===== src/sv/pqs_pkg.sv =====
// pqs_pkg: shared types and constants of the priority quantum scheduler
package pqs_pkg;

   localparam int unsigned OP_W      = 2;
   localparam int unsigned LABEL_W   = 8;
   localparam int unsigned ARRIVAL_W = 16;
   localparam int unsigned BURST_W   = 16;
   localparam int unsigned PRIO_W    = 8;
   localparam int unsigned QUANTUM_W = 16;
   localparam int unsigned CLOCK_W   = 21;

   localparam logic [CLOCK_W-1:0]   TIME_MAX      = '1;
   localparam logic [QUANTUM_W-1:0] QUANTUM_RESET = 16'd10;

   typedef enum logic [OP_W-1:0] {
      OP_LOAD  = 2'd0,
      OP_STEP  = 2'd1,
      OP_CLEAR = 2'd2,
      OP_NONE  = 2'd3
   } op_type;

   typedef enum logic [1:0] {
      CMD_LOAD,
      CMD_STEP,
      CMD_CLEAR,
      CMD_NONE
   } cmd_kind_type;

   typedef struct packed {
      logic [LABEL_W-1:0]   label;
      logic [ARRIVAL_W-1:0] arrival;
      logic [BURST_W-1:0]   burst;
      logic [PRIO_W-1:0]    prio;
   } entry_type;

   typedef struct packed {
      cmd_kind_type kind;
      logic         burst_zero;
      entry_type    entry;
   } cmd_type;

   typedef enum logic [2:0] {
      ST_IDLE,
      ST_SCAN,
      ST_DECIDE,
      ST_RUN,
      ST_STAT,
      ST_OUT
   } state_type;

   typedef struct packed {
      logic               slice_valid;
      logic [LABEL_W-1:0] slice_task;
      logic [CLOCK_W-1:0] slice_start;
      logic [CLOCK_W-1:0] slice_end;
      logic               task_finished;
      logic [CLOCK_W-1:0] turnaround;
      logic [CLOCK_W-1:0] waiting;
      logic               all_done;
      logic               table_full;
   } result_type;

endpackage


===== src/sv/preemptive_priority_quantum_scheduler_unit.sv =====
// preemptive_priority_quantum_scheduler_unit: top level of the priority quantum scheduler
//
//   channel   handshake              payload
//   req       push / full            operation, label, arrival, burst, priority
//   rsp       empty / pop            slice, finish statistics, all_done, table_full
//   csr       csr_valid / csr_ready  time_quantum
//
// load, clear and unknown commands complete in the executor's idle state; a schedule command
// scans the table through one read port, then decides and, with a slice, runs, computes the
// statistics and outputs; without a slice it answers from the decide state.
// the two-entry request queue takes transfers while the executor or the result stalls.
// synchronous reset empties both queues, the table count and the time; the quantum
// returns to 10. the table itself needs no clearing pass.
module preemptive_priority_quantum_scheduler_unit #(
   parameter int unsigned MAX_TASKS = 16
) (
   input  logic                                clock,
   input  logic                                reset,
   input  logic                                req_push,
   output logic                                req_full,
   input  logic [pqs_pkg::OP_W-1:0]            req_operation,
   input  logic [pqs_pkg::LABEL_W-1:0]         req_task_label,
   input  logic [pqs_pkg::ARRIVAL_W-1:0]       req_arrival_time,
   input  logic [pqs_pkg::BURST_W-1:0]         req_burst_length,
   input  logic [pqs_pkg::PRIO_W-1:0]          req_task_priority,
   output logic                                rsp_empty,
   input  logic                                rsp_pop,
   output logic                                rsp_slice_valid,
   output logic [pqs_pkg::LABEL_W-1:0]         rsp_slice_task,
   output logic [pqs_pkg::CLOCK_W-1:0]         rsp_slice_start,
   output logic [pqs_pkg::CLOCK_W-1:0]         rsp_slice_end,
   output logic                                rsp_task_finished,
   output logic [pqs_pkg::CLOCK_W-1:0]         rsp_turnaround,
   output logic [pqs_pkg::CLOCK_W-1:0]         rsp_waiting,
   output logic                                rsp_all_done,
   output logic                                rsp_table_full,
   input  logic                                csr_valid,
   output logic                                csr_ready,
   input  logic [pqs_pkg::QUANTUM_W-1:0]       csr_time_quantum
);

   logic [pqs_pkg::QUANTUM_W-1:0] time_quantum_ff;
   logic                          cmd_valid;
   logic                          cmd_take;
   pqs_pkg::cmd_type              cmd;
   pqs_pkg::result_type           res;

   assign csr_ready = 1'b1;

   always_ff @(posedge clock) begin
      if (reset) begin
         time_quantum_ff <= pqs_pkg::QUANTUM_RESET;
      end else if (csr_valid && csr_ready) begin
         time_quantum_ff <= csr_time_quantum;
      end
   end

   pqs_front u_front (
      .clock             (clock),
      .reset             (reset),
      .req_push          (req_push),
      .req_full          (req_full),
      .req_operation     (req_operation),
      .req_task_label    (req_task_label),
      .req_arrival_time  (req_arrival_time),
      .req_burst_length  (req_burst_length),
      .req_task_priority (req_task_priority),
      .cmd_valid         (cmd_valid),
      .cmd               (cmd),
      .cmd_take          (cmd_take)
   );

   pqs_back #(
      .MAX_TASKS (MAX_TASKS)
   ) u_back (
      .clock        (clock),
      .reset        (reset),
      .cmd_valid    (cmd_valid),
      .cmd          (cmd),
      .cmd_take     (cmd_take),
      .time_quantum (time_quantum_ff),
      .rsp_empty    (rsp_empty),
      .rsp_pop      (rsp_pop),
      .res          (res)
   );

   assign rsp_slice_valid   = res.slice_valid;
   assign rsp_slice_task    = res.slice_task;
   assign rsp_slice_start   = res.slice_start;
   assign rsp_slice_end     = res.slice_end;
   assign rsp_task_finished = res.task_finished;
   assign rsp_turnaround    = res.turnaround;
   assign rsp_waiting       = res.waiting;
   assign rsp_all_done      = res.all_done;
   assign rsp_table_full    = res.table_full;

endmodule


===== src/sv/pqs_front.sv =====
// pqs_front: accepts and classifies request transfers into a two-entry command queue
module pqs_front (
   input  logic                                clock,
   input  logic                                reset,
   input  logic                                req_push,
   output logic                                req_full,
   input  logic [pqs_pkg::OP_W-1:0]            req_operation,
   input  logic [pqs_pkg::LABEL_W-1:0]         req_task_label,
   input  logic [pqs_pkg::ARRIVAL_W-1:0]       req_arrival_time,
   input  logic [pqs_pkg::BURST_W-1:0]         req_burst_length,
   input  logic [pqs_pkg::PRIO_W-1:0]          req_task_priority,
   output logic                                cmd_valid,
   output pqs_pkg::cmd_type                    cmd,
   input  logic                                cmd_take
);

   logic [1:0]       count_ff, count_in;
   logic             wr_ptr_ff, wr_ptr_in;
   logic             rd_ptr_ff, rd_ptr_in;
   pqs_pkg::cmd_type slot_ff [2];
   pqs_pkg::cmd_type cmd_new;
   logic             push_ok;
   logic             pop_ok;

   always_comb begin
      cmd_new.entry.label   = req_task_label;
      cmd_new.entry.arrival = req_arrival_time;
      cmd_new.entry.burst   = req_burst_length;
      cmd_new.entry.prio    = req_task_priority;
      cmd_new.burst_zero    = (req_burst_length == '0);
      unique case (pqs_pkg::op_type'(req_operation))
         pqs_pkg::OP_LOAD:  cmd_new.kind = pqs_pkg::CMD_LOAD;
         pqs_pkg::OP_STEP:  cmd_new.kind = pqs_pkg::CMD_STEP;
         pqs_pkg::OP_CLEAR: cmd_new.kind = pqs_pkg::CMD_CLEAR;
         pqs_pkg::OP_NONE:  cmd_new.kind = pqs_pkg::CMD_NONE;
      endcase
   end

   assign req_full  = (count_ff == 2'd2);
   assign cmd_valid = (count_ff != 2'd0);
   assign cmd       = slot_ff[rd_ptr_ff];
   assign push_ok   = req_push && !req_full;
   assign pop_ok    = cmd_take && cmd_valid;

   always_comb begin
      wr_ptr_in = push_ok ? !wr_ptr_ff : wr_ptr_ff;
      rd_ptr_in = pop_ok ? !rd_ptr_ff : rd_ptr_ff;
      count_in  = count_ff + {1'b0, push_ok} - {1'b0, pop_ok};
   end

   always_ff @(posedge clock) begin
      if (reset) begin
         count_ff  <= 2'd0;
         wr_ptr_ff <= 1'b0;
         rd_ptr_ff <= 1'b0;
      end else begin
         count_ff  <= count_in;
         wr_ptr_ff <= wr_ptr_in;
         rd_ptr_ff <= rd_ptr_in;
      end
   end

   always_ff @(posedge clock) begin
      if (push_ok) begin
         slot_ff[wr_ptr_ff] <= cmd_new;
      end
   end

endmodule


===== src/sv/pqs_back.sv =====
// pqs_back: task table, ready-task scan and slice execution with a result register
module pqs_back #(
   parameter int unsigned MAX_TASKS = 16
) (
   input  logic                            clock,
   input  logic                            reset,
   input  logic                            cmd_valid,
   input  pqs_pkg::cmd_type                cmd,
   output logic                            cmd_take,
   input  logic [pqs_pkg::QUANTUM_W-1:0]   time_quantum,
   output logic                            rsp_empty,
   input  logic                            rsp_pop,
   output pqs_pkg::result_type             res
);

   localparam int unsigned CNT_W = $clog2(MAX_TASKS + 1);
   localparam int unsigned IDX_W = (MAX_TASKS > 1) ? $clog2(MAX_TASKS) : 1;
   localparam int unsigned CW    = pqs_pkg::CLOCK_W;
   localparam int unsigned BW    = pqs_pkg::BURST_W;
   localparam int unsigned QW    = pqs_pkg::QUANTUM_W;

   // task table
   pqs_pkg::entry_type mem_entry [MAX_TASKS];
   logic [BW-1:0]      mem_rem   [MAX_TASKS];

   pqs_pkg::state_type  state_ff, state_in;
   logic [CNT_W-1:0]    loaded_ff, loaded_in;
   logic [CNT_W-1:0]    done_ff, done_in;
   logic [CW-1:0]       time_ff, time_in;
   logic [CNT_W-1:0]    scan_addr_ff, scan_addr_in;
   logic                pend_ff, pend_in;
   logic [IDX_W-1:0]    pend_slot_ff, pend_slot_in;
   logic                res_valid_ff, res_valid_in;
   pqs_pkg::result_type res_ff, res_in;

   pqs_pkg::entry_type  rd_entry_ff;
   logic [BW-1:0]       rd_rem_ff;

   logic                rdy_found_ff, rdy_found_in;
   logic [IDX_W-1:0]    rdy_slot_ff, rdy_slot_in;
   pqs_pkg::entry_type  rdy_entry_ff, rdy_entry_in;
   logic [BW-1:0]       rdy_rem_ff, rdy_rem_in;
   logic                arr_found_ff, arr_found_in;
   logic [IDX_W-1:0]    arr_slot_ff, arr_slot_in;
   pqs_pkg::entry_type  arr_entry_ff, arr_entry_in;
   logic [BW-1:0]       arr_rem_ff, arr_rem_in;

   logic [IDX_W-1:0]    sel_slot_ff, sel_slot_in;
   pqs_pkg::entry_type  sel_entry_ff, sel_entry_in;
   logic [BW-1:0]       sel_rem_ff, sel_rem_in;
   logic [CW-1:0]       start_ff, start_in;
   logic [CW-1:0]       end_ff, end_in;
   logic                fin_ff, fin_in;
   logic [CW-1:0]       tat_ff, tat_in;

   logic                slot_free;
   logic                rd_en;
   logic [IDX_W-1:0]    rd_idx;
   logic                we_entry;
   logic                we_rem;
   logic [IDX_W-1:0]    wr_idx;
   logic [BW-1:0]       rem_wdata;
   logic                unfinished;
   logic                arrived;
   logic [QW-1:0]       q_eff;
   logic [BW-1:0]       run_len;
   logic [CW:0]         end_sum;
   logic [CW-1:0]       end_sat;

   assign rsp_empty = !res_valid_ff;
   assign res       = res_ff;
   assign slot_free = !res_valid_ff || rsp_pop;
   assign rd_idx    = scan_addr_ff[IDX_W-1:0];

   // slice length and end time, saturating at the top of the time range
   always_comb begin
      q_eff   = (time_quantum == '0) ? QW'(1) : time_quantum;
      run_len = (q_eff < sel_rem_ff) ? q_eff : sel_rem_ff;
      end_sum = {1'b0, time_ff} + (CW + 1)'(run_len);
      end_sat = end_sum[CW] ? pqs_pkg::TIME_MAX : end_sum[CW-1:0];
   end

   assign unfinished = (rd_rem_ff != '0);
   assign arrived    = (CW'(rd_entry_ff.arrival) <= time_ff);

   always_comb begin
      state_in     = state_ff;
      loaded_in    = loaded_ff;
      done_in      = done_ff;
      time_in      = time_ff;
      scan_addr_in = scan_addr_ff;
      pend_in      = 1'b0;
      pend_slot_in = rd_idx;
      res_valid_in = res_valid_ff && !rsp_pop;
      res_in       = res_ff;
      rdy_found_in = rdy_found_ff;
      rdy_slot_in  = rdy_slot_ff;
      rdy_entry_in = rdy_entry_ff;
      rdy_rem_in   = rdy_rem_ff;
      arr_found_in = arr_found_ff;
      arr_slot_in  = arr_slot_ff;
      arr_entry_in = arr_entry_ff;
      arr_rem_in   = arr_rem_ff;
      sel_slot_in  = sel_slot_ff;
      sel_entry_in = sel_entry_ff;
      sel_rem_in   = sel_rem_ff;
      start_in     = start_ff;
      end_in       = end_ff;
      fin_in       = fin_ff;
      tat_in       = tat_ff;
      cmd_take     = 1'b0;
      rd_en        = 1'b0;
      we_entry     = 1'b0;
      we_rem       = 1'b0;
      wr_idx       = loaded_ff[IDX_W-1:0];
      rem_wdata    = cmd.entry.burst;

      unique case (state_ff)
         pqs_pkg::ST_IDLE: begin
            if (cmd_valid && slot_free) begin
               cmd_take = 1'b1;
               unique case (cmd.kind)
                  pqs_pkg::CMD_LOAD: begin
                     res_in       = '0;
                     res_valid_in = 1'b1;
                     if (loaded_ff == CNT_W'(MAX_TASKS)) begin
                        res_in.table_full = 1'b1;
                        res_in.all_done   = (done_ff == loaded_ff);
                     end else begin
                        we_entry        = 1'b1;
                        we_rem          = 1'b1;
                        loaded_in       = loaded_ff + CNT_W'(1);
                        done_in         = done_ff + CNT_W'(cmd.burst_zero);
                        res_in.all_done = (done_in == loaded_in);
                     end
                  end
                  pqs_pkg::CMD_STEP: begin
                     scan_addr_in = '0;
                     rdy_found_in = 1'b0;
                     arr_found_in = 1'b0;
                     state_in     = pqs_pkg::ST_SCAN;
                  end
                  pqs_pkg::CMD_CLEAR: begin
                     loaded_in       = '0;
                     done_in         = '0;
                     time_in         = '0;
                     res_in          = '0;
                     res_in.all_done = 1'b1;
                     res_valid_in    = 1'b1;
                  end
                  pqs_pkg::CMD_NONE: begin
                     res_in          = '0;
                     res_in.all_done = (done_ff == loaded_ff);
                     res_valid_in    = 1'b1;
                  end
               endcase
            end
         end

         pqs_pkg::ST_SCAN: begin
            if (scan_addr_ff < loaded_ff) begin
               rd_en        = 1'b1;
               scan_addr_in = scan_addr_ff + CNT_W'(1);
            end
            pend_in = rd_en;
            if (pend_ff) begin
               // best ready task, strict compare keeps the lowest slot on a tie
               if (unfinished && arrived &&
                   (!rdy_found_ff || rd_entry_ff.prio > rdy_entry_ff.prio)) begin
                  rdy_found_in = 1'b1;
                  rdy_slot_in  = pend_slot_ff;
                  rdy_entry_in = rd_entry_ff;
                  rdy_rem_in   = rd_rem_ff;
               end
               // earliest arrival, best priority among those arriving then
               if (unfinished &&
                   (!arr_found_ff || rd_entry_ff.arrival < arr_entry_ff.arrival ||
                    (rd_entry_ff.arrival == arr_entry_ff.arrival &&
                     rd_entry_ff.prio > arr_entry_ff.prio))) begin
                  arr_found_in = 1'b1;
                  arr_slot_in  = pend_slot_ff;
                  arr_entry_in = rd_entry_ff;
                  arr_rem_in   = rd_rem_ff;
               end
            end
            if (!rd_en && !pend_ff) begin
               state_in = pqs_pkg::ST_DECIDE;
            end
         end

         pqs_pkg::ST_DECIDE: begin
            if (rdy_found_ff) begin
               sel_slot_in  = rdy_slot_ff;
               sel_entry_in = rdy_entry_ff;
               sel_rem_in   = rdy_rem_ff;
               state_in     = pqs_pkg::ST_RUN;
            end else if (arr_found_ff) begin
               // nothing ready: jump to the next arrival
               sel_slot_in  = arr_slot_ff;
               sel_entry_in = arr_entry_ff;
               sel_rem_in   = arr_rem_ff;
               if (CW'(arr_entry_ff.arrival) > time_ff) begin
                  time_in = CW'(arr_entry_ff.arrival);
               end
               state_in = pqs_pkg::ST_RUN;
            end else begin
               res_in          = '0;
               res_in.all_done = (done_ff == loaded_ff);
               res_valid_in    = 1'b1;
               state_in        = pqs_pkg::ST_IDLE;
            end
         end

         pqs_pkg::ST_RUN: begin
            start_in  = time_ff;
            end_in    = end_sat;
            time_in   = end_sat;
            fin_in    = (sel_rem_ff == run_len);
            we_rem    = 1'b1;
            wr_idx    = sel_slot_ff;
            rem_wdata = sel_rem_ff - run_len;
            state_in  = pqs_pkg::ST_STAT;
         end

         pqs_pkg::ST_STAT: begin
            tat_in   = end_ff - CW'(sel_entry_ff.arrival);
            state_in = pqs_pkg::ST_OUT;
         end

         pqs_pkg::ST_OUT: begin
            res_in             = '0;
            res_in.slice_valid = 1'b1;
            res_in.slice_task  = sel_entry_ff.label;
            res_in.slice_start = start_ff;
            res_in.slice_end   = end_ff;
            if (fin_ff) begin
               done_in              = done_ff + CNT_W'(1);
               res_in.task_finished = 1'b1;
               res_in.turnaround    = tat_ff;
               res_in.waiting       = (tat_ff > CW'(sel_entry_ff.burst)) ?
                                      tat_ff - CW'(sel_entry_ff.burst) : '0;
            end
            res_in.all_done = (done_in == loaded_ff);
            res_valid_in    = 1'b1;
            state_in        = pqs_pkg::ST_IDLE;
         end

         default: begin
            state_in = pqs_pkg::ST_IDLE;
         end
      endcase
   end

   always_ff @(posedge clock) begin
      if (we_entry) begin
         mem_entry[wr_idx] <= cmd.entry;
      end
      if (we_rem) begin
         mem_rem[wr_idx] <= rem_wdata;
      end
      if (rd_en) begin
         rd_entry_ff <= mem_entry[rd_idx];
         rd_rem_ff   <= mem_rem[rd_idx];
      end
   end

   always_ff @(posedge clock) begin
      if (reset) begin
         state_ff     <= pqs_pkg::ST_IDLE;
         loaded_ff    <= '0;
         done_ff      <= '0;
         time_ff      <= '0;
         scan_addr_ff <= '0;
         pend_ff      <= 1'b0;
         res_valid_ff <= 1'b0;
         rdy_found_ff <= 1'b0;
         arr_found_ff <= 1'b0;
      end else begin
         state_ff     <= state_in;
         loaded_ff    <= loaded_in;
         done_ff      <= done_in;
         time_ff      <= time_in;
         scan_addr_ff <= scan_addr_in;
         pend_ff      <= pend_in;
         res_valid_ff <= res_valid_in;
         rdy_found_ff <= rdy_found_in;
         arr_found_ff <= arr_found_in;
      end
   end

   always_ff @(posedge clock) begin
      pend_slot_ff <= pend_slot_in;
      res_ff       <= res_in;
      rdy_slot_ff  <= rdy_slot_in;
      rdy_entry_ff <= rdy_entry_in;
      rdy_rem_ff   <= rdy_rem_in;
      arr_slot_ff  <= arr_slot_in;
      arr_entry_ff <= arr_entry_in;
      arr_rem_ff   <= arr_rem_in;
      sel_slot_ff  <= sel_slot_in;
      sel_entry_ff <= sel_entry_in;
      sel_rem_ff   <= sel_rem_in;
      start_ff     <= start_in;
      end_ff       <= end_in;
      fin_ff       <= fin_in;
      tat_ff       <= tat_in;
   end

endmodule


===== config.mk =====
export PLATFORM = sky130hd
export DESIGN_NAME = preemptive_priority_quantum_scheduler_unit
export DESIGN_NICKNAME = d
export VERILOG_FILES = /design/src/sv/pqs_pkg.sv /design/src/sv/preemptive_priority_quantum_scheduler_unit.sv /design/src/sv/pqs_front.sv /design/src/sv/pqs_back.sv
export SDC_FILE = /design/constraint.sdc
export NUM_CORES = 2
export LEC_CHECK = 0
export BUFFER_PORTS_ARGS = -buffer_cell sky130_fd_sc_hd__buf_2
export CELL_PAD_IN_SITES_DETAIL_PLACEMENT = 1
export CELL_PAD_IN_SITES_GLOBAL_PLACEMENT = 2
export CORE_ASPECT_RATIO = 1.75
export CORE_MARGIN = 4
export CORE_UTILIZATION = 45
export CTS_BUF_LIST = sky130_fd_sc_hd__clkbuf_4
export DETAILED_ROUTE_END_ITERATION = 8
export PLACE_DENSITY = 0.87
export SLEW_MARGIN = 20
export SYNTH_ARGS = -nofsm -noshare
export SYNTH_HDL_FRONTEND = slang
export SYNTH_HIERARCHICAL = 1
export SYNTH_SLANG_ARGS = --single-unit

===== constraint.sdc =====
create_clock -name clock -period 9.25 [get_ports clock]
set_input_delay 1.3875 -clock clock [delete_from_list [all_inputs] [get_ports clock]]
set_output_delay 1.3875 -clock clock [all_outputs]
set_load 0.01 [all_outputs]

======== Word-level counts from Yosys, hierarchy flattened ========
Memory sizes are Yosys's and may differ from the RTL's. A register that Yosys moved wholly into a read port is not among the register bits.
Cells that the tools add are included.
storage, ports and cells
  register bits ........................... 423
  RAM bits ................................ 1,126
  word-level logic and storage cells ...... 222
  memories kept ........................... 3
cells by class
  $lt $le $gt $ge ......................... 8
  add/sub/neg operators ................... 10
  reduce and logical (&&, ||, !) cells .... 47
  equal/unequal tests ..................... 34
  multiplexer cells ....................... 76
memory list
  name              words  bits a word  rd ports  clocked after Yosys merged registers in  wr ports  line             text
  u_back.mem_entry  16     48           1         1                                        1         pqs_back.sv:23   pqs_pkg::entry_type mem_entry [MAX_TASKS];
  u_back.mem_rem    16     16           1         1                                        1         pqs_back.sv:24   logic [BW-1:0] mem_rem [MAX_TASKS];
  u_front.slot_ff   2      51           1         1                                        1         pqs_front.sv:20  pqs_pkg::cmd_type slot_ff [2];
operator list
  kind                 count
  $pmux 96 s3          2
  $mux 96              3
  $mux 21              7
  $mux 48              2
  $mux 16              5
  $pmux 21 s3          1
  $mux 43              1
  $sub 21x16->21       2
  $mux 5               8
  $pmux 5 s2           4
  $eq 16x16->1         2
  $logic_not 16->1     2
  $lt 16x16->1         2
  $mux 1               29
  $add 21x16->22       1
  $gt 16x21->1         1
  $gt 21x16->1         1
  $le 16x21->1         1
  $gt 8x8->1           2
  $ne 2x1->1 const B   8
  $reduce_bool 16->1   1
  $sub 16x16->16       1
  $add 5x1->5 const B  3
  $eq 5x5->1           3
  33 further kinds     83

======== Depth between registers and ports, before layout ========
  depth in word-level cells ............... 8
  gate-level depth with buffers ........... 24
  gate-level depth less buffers ........... 21

======== Hierarchy ========
Netlist, hierarchy kept.
modules (own cells, without submodules)
  module                                      cells each  instances  sequential area each (µm²)  area each (µm²)
  pqs_back                                    3,297       1          44,302.5                    60,769.5
  pqs_front                                   193         1          3,163.0                     3,957.5
  preemptive_priority_quantum_scheduler_unit  54          1          320.3                       594.3

======== Worst setup path after synthesis ========
Ideal clock, no wire load.
  path kind ............................... register to register
  start ................................... register u_back.state_ff[2]
  end ..................................... register u_back.res_ff, in the netlist u_back/res[0] (enable)
  arrival ................................. 7,778 ps
  required time ........................... 8,139 ps
  library setup time ...................... 1,111 ps
  clock period less this slack ............ 8,889 ps
  buffers on the path ..................... 1
  cell stages (with the launch flop) ...... 6
  path slack .............................. 361 ps
  cell sequence ........................... dfxtp_1 clkbuf_1 nor2b_1 nand2b_1 nor2_1 a31oi_1
on the way
  longest elaborated chain between the ends .. 3
RTL lines
  element                                              line             text
  start: declaration                                   pqs_back.sv:26   pqs_pkg::state_type state_ff, state_in;
  start signal: assignment                             pqs_back.sv:269  state_ff <= pqs_pkg::ST_IDLE;
  start signal: assignment                             pqs_back.sv:279  state_ff <= state_in;
  $eq 3x2->1 (tied with other cells)                   pqs_back.sv:118  unique case (state_ff)
  $ne 2x2->1 (no source line) (tied with other cells)  -
  $reduce_and 5->1 (no source line) *                  -
  end signal: assignment                               pqs_back.sv:293  res_ff <= res_in;
  end: declaration                                     pqs_back.sv:34   pqs_pkg::result_type res_ff, res_in;
Mark *: on every way between the ends. The rest lies on a longest branch, timed or not.
A chain may end at the register's enable or synchronous reset.

======== Worst setup path after layout ========
  start ................................... register u_back.sel_rem_ff[6]
  end ..................................... memory u_back/mem_rem[5][14] (netlist bit), data pin
on the way
  longest elaborated chain between the ends .. 4
RTL lines
  element                   line             text
  start: declaration        pqs_back.sv:50   logic [BW-1:0] sel_rem_ff, sel_rem_in;
  start signal: assignment  pqs_back.sv:302  sel_rem_ff <= sel_rem_in;
  $lt 16x16->1              pqs_back.sv:78   run_len = (q_eff < sel_rem_ff) ? q_eff : sel_rem_ff;
  $mux 16                   pqs_back.sv:78
  $sub 16x16->16 *          pqs_back.sv:221  rem_wdata = sel_rem_ff - run_len;
  $mux 16 *                 pqs_back.sv:118
  net u_back.rem_wdata[14]  pqs_back.sv:62   logic [BW-1:0] rem_wdata;
  end: declaration          pqs_back.sv:24
Mark *: on every way through the listed nets, which the timed path passes. The rest lies on a longest branch.

==> flow_summary_export.csv <==
group,metric,value,unit
synth,synth_cell_type_count,81,
critical_path,critPathBufInv,3,
critical_path,crit_type,"reg2reg",
clock_network,numCtsBuffers,364,
placement,hpwl,104,mm
clock_network,ctsHtreeMaxLevel,5,
sta,fin_crit,6150,ps
critical_path,cp-end-kind,"flip-flop",
synth,synth_nets,3770,
critical_path,startpoint,"u_back/sel_rem_ff[6]$_DFFE_PP_",
synth,ys.warnings.count,6,
floorplanning,start_util,0.454,
synth,async_flop_share,0,
critical_path,slowest_delay,800,ps
run,max-cap-violations,0,
critical_path,crit_family,"compound AO/OA/AOI/OAI gates",
critical_path,crit_required,10080,ps
clock_network,clock_path_buffers,4,
routing,routed_wl,167,mm
routing,drt-initial-drc-count,2848,
power_and_ir_drop,power.density,233,mW/mm²
sta,tns,0,ps
clock_network,post_cts_buffers,0,
critical_path,worstPathCellList,"inv_1 -> ha_1 -> a21o_1 -> a21oi_1 -> o21ai_1 -> a22oi_1 -> and2_0 -> buf_4 -> a21oi_1 -> ha_1 -> inv_1 -> ha_1 -> a31oi_1 -> o311ai_1 -> nand2_1 -> a21o_1 -> a2111oi_0 -> nor2_1 -> xor2_1 -> o21ai_1",
global_routing,gr-usage-all-layers,0.223,
sta,final.setup_skew,122,ps
routing,drtAntennaViolNets,0,
routing,viasPerCell,5.75,
power_and_ir_drop,finalPower,17.0,mW
sta,finalSetupViolations,0,
global_routing,grt_max_degree,76,
routing,first_pass_iters,5,
synth,seq_area_frac_synth,0.732,
critical_path,arrival,6980,ps
clock_network,clock_sinks,1614,
sta,final_hold_viol_count,0,
final_layout,final-seq-area,0.0478,mm²
floorplanning,die_h,512,µm
placement,place_area,0.0686,mm²
routing,drc_errors,0,
sta,period_share,0.665,
worst_hold_path,hold_class,"in2reg",
sta,worst_slack,3100,ps
sta,drv_slew,0,
floorplanning,dieWidth,296,µm
sta,tightest_slew,1130,ps
clock_network,cts_root_buf,"clkbuf_4",
critical_path,reg2reg_to,"u_back/mem_rem[5][14]$_DFFE_PP_",
global_routing,grt_pass1_wl,247,mm
synth,synth-seq-cells,1614,
global_routing,grt-busiest-layer,"met2",
critical_path,cp_num_cells,20,
global_routing,grt-ovfl-total,0,
synth,syn_inst,3544,
routing,wl_per_cell,27.3,µm
floorplanning,rows,184,
floorplanning,dieArea,0.152,mm²
final_layout,final_cell_mix,"1546 x edfxtp_1, 499 x clkbuf_4, 320 x mux4_2",
final_layout,multi_input_area,0.0165,mm²
power_and_ir_drop,vdd_ir_drop_max,0.162,mV
synth,syn_avg_cell_area,18.4,µm²
critical_path,r2r_setup_slack,3100,ps
placement,io_buffer_count,168,
final_layout,drive_gt1_frac,0.294,
critical_path,worst-r2r-cell-count,20,
clock_network,cts_tree,"yes",
final_layout,fill_cells,13400,
floorplanning,coreArea,0.144,mm²
critical_path,crit_slowest_cell,"o21ai_1",
clock_network,clkLatencyLatePin,1270,ps
critical_path,worstSetupStartpointType,"flip-flop",
global_routing,grt_pass1_vias,38400,
final_layout,area_growth,11.8,%
clock_network,clk_pin_slew,80,ps
final_layout,layout_commonest_cell,"edfxtp_1",
sta,grt_setup_unrepaired,"false",
placement,place_ws,3310,ps
status,outcome,"finished clean",
sta,slew_headroom,0.238,
final_layout,design_area,0.0730,mm²
routing,vias,35100,
synth,synthesis.area,0.0653,mm²
clock_network,postCtsHoldBufs,0,
critical_path,crit_top_cell,"ha_1",
final_layout,nets,4219,
synth,synth_flop_cell,"edfxtp_1",
critical_path,critPathMaxFanout,22,
floorplanning,io_pins,170,
global_routing,use_met1,0.254,
global_routing,grtUsageMet2,0.400,
global_routing,met3_usage,0.0404,
power_and_ir_drop,p_leak,24.7,nW
clock_network,post_cts_resized,0,
critical_path,cp-endpoint,"u_back/mem_rem[5][14]$_DFFE_PP_",
placement,gp_congestion,0.880,
global_routing,antenna_found_initial,4,
sta,fmax,163,MHz
synth,synth_edf_count,1546,
critical_path,reg2reg_from,"u_back/sel_rem_ff[6]$_DFFE_PP_",
-- where the power goes --
group          internal, mW  switching (mW)  leakage (nW)  total (mW)
Combinational         0.857            1.62          7.51        2.48
Sequential             9.01           0.154          14.6        9.16
Clock                  2.71            2.68          2.62        5.39
-- synth_stat cells (24+ instances only) --
| library cell | count | area share |
|---|---|---|
| edfxtp_1 | 1546 | 0.71 |
| mux4_2 | 320 | 0.11 |
| nor2_1 | 160 | 0.0092 |
| ha_1 | 153 | 0.029 |
| inv_1 | 150 | 0.0086 |
| clkbuf_1 | 126 | 0.0072 |
| nand2_1 | 124 | 0.0071 |
| mux2_2 | 95 | 0.016 |
| o21ai_0 | 84 | 0.0064 |
| a21oi_1 | 79 | 0.0061 |
| dfxtp_1 | 68 | 0.021 |
| and3_1 | 57 | 0.0055 |
| a21o_1 | 55 | 0.0063 |
| nand3_1 | 49 | 0.0038 |
| xnor2_1 | 43 | 0.0058 |
| a31oi_1 | 37 | 0.0035 |
| and2_1 | 32 | 0.0031 |
| nor2b_1 | 31 | 0.0030 |
| xor2_1 | 28 | 0.0038 |
| nor3_1 | 26 | 0.0020 |
| o21a_1 | 26 | 0.0030 |
| buf_1 | 24 | 0.0014 |
-- final cells by class --
cell class / count / share of cell area
flip-flops and latches: 1614 / 0.655
multi-input cells: 1617 / 0.226
clock buffers: 499 / 0.0513
well taps: 1860 / 0.0319
repair buffers: 245 / 0.0196
clock inverters: 109 / 0.00888
inverters: 151 / 0.00776
diodes: 6 / 0.000206
-- flip-flops by register name (all words and copies together), names as in the netlist, 21 cells and up, named ones only --
name	cells
u_back/arr_entry_ff	48
u_back/end_ff	21
u_back/mem_entry	768
u_back/mem_rem	256
u_back/rd_entry_ff	48
u_back/rdy_entry_ff	48
u_back/res	96
u_back/sel_entry_ff	40
u_back/start_ff	21
u_back/tat_ff	21
u_back/time_ff	21
u_front/slot_ff	102
-- worst min path at each step --
stage	start	cells after the start	to	slack [ps]
3_3_place_gp	u_back/pend_slot_ff[0]$_DFF_P_	0	u_back/arr_slot_ff[0]$_DFFE_PP_	400
2_1_floorplan	u_back/scan_addr_ff[2]$_SDFFE_PP0P_	0	u_back/pend_slot_ff[2]$_DFF_P_	350
6_report	req_task_label[3]	1	u_front/slot_ff[1][43]$_DFFE_PP_	300
5_1_grt	req_arrival_time[7]	1	u_front/slot_ff[1][31]$_DFFE_PP_	200
3_5_place_dp	u_back/rd_entry_ff[40]$_DFFE_PP_	0	u_back/arr_entry_ff[40]$_DFFE_PP_	440
4_1_cts	req_task_label[3]	1	u_front/slot_ff[1][43]$_DFFE_PP_	140
-- routing by layer --
| metal | up-vias | routed length [µm] |
|---|---|---|
| met5 | - | 30 |
| met3 | 360 | 10400 |
| li1 | 15100 | - |
| met2 | 1465 | 89400 |
| met1 | 18100 | 58500 |
| met4 | 4 | 8230 |
-- stage by stage --
step | util | cells | hold slack (ps)
after global placement | 0.477 | 5486 | 404
after CTS | 0.507 | 6094 | 137
after floorplan | - | 3544 | 353
after detailed placement | 0.477 | 5486 | 436
after global routing | 0.507 | 6096 | 196
final | 0.508 | 6101 | 299
-- cell families (layout without fill, tap and decap cells) --
family / Yosys count / count (layout) / share of synthesized area
DFF: 1614 / 1614 / 0.732
adders and majority gates: 156 / 156 / 0.0301
other: 1 / 7 / 0.0000574
xor gates and xnor gates: 71 / 71 / 0.00952
and+or+nand+nor: 588 / 588 / 0.0447
muxes: 431 / 431 / 0.129
buffers and inverters: 313 / 1004 / 0.0188
AOI/OAI and AO/OA: 370 / 370 / 0.0361
(Power assumes the default switching activity.)
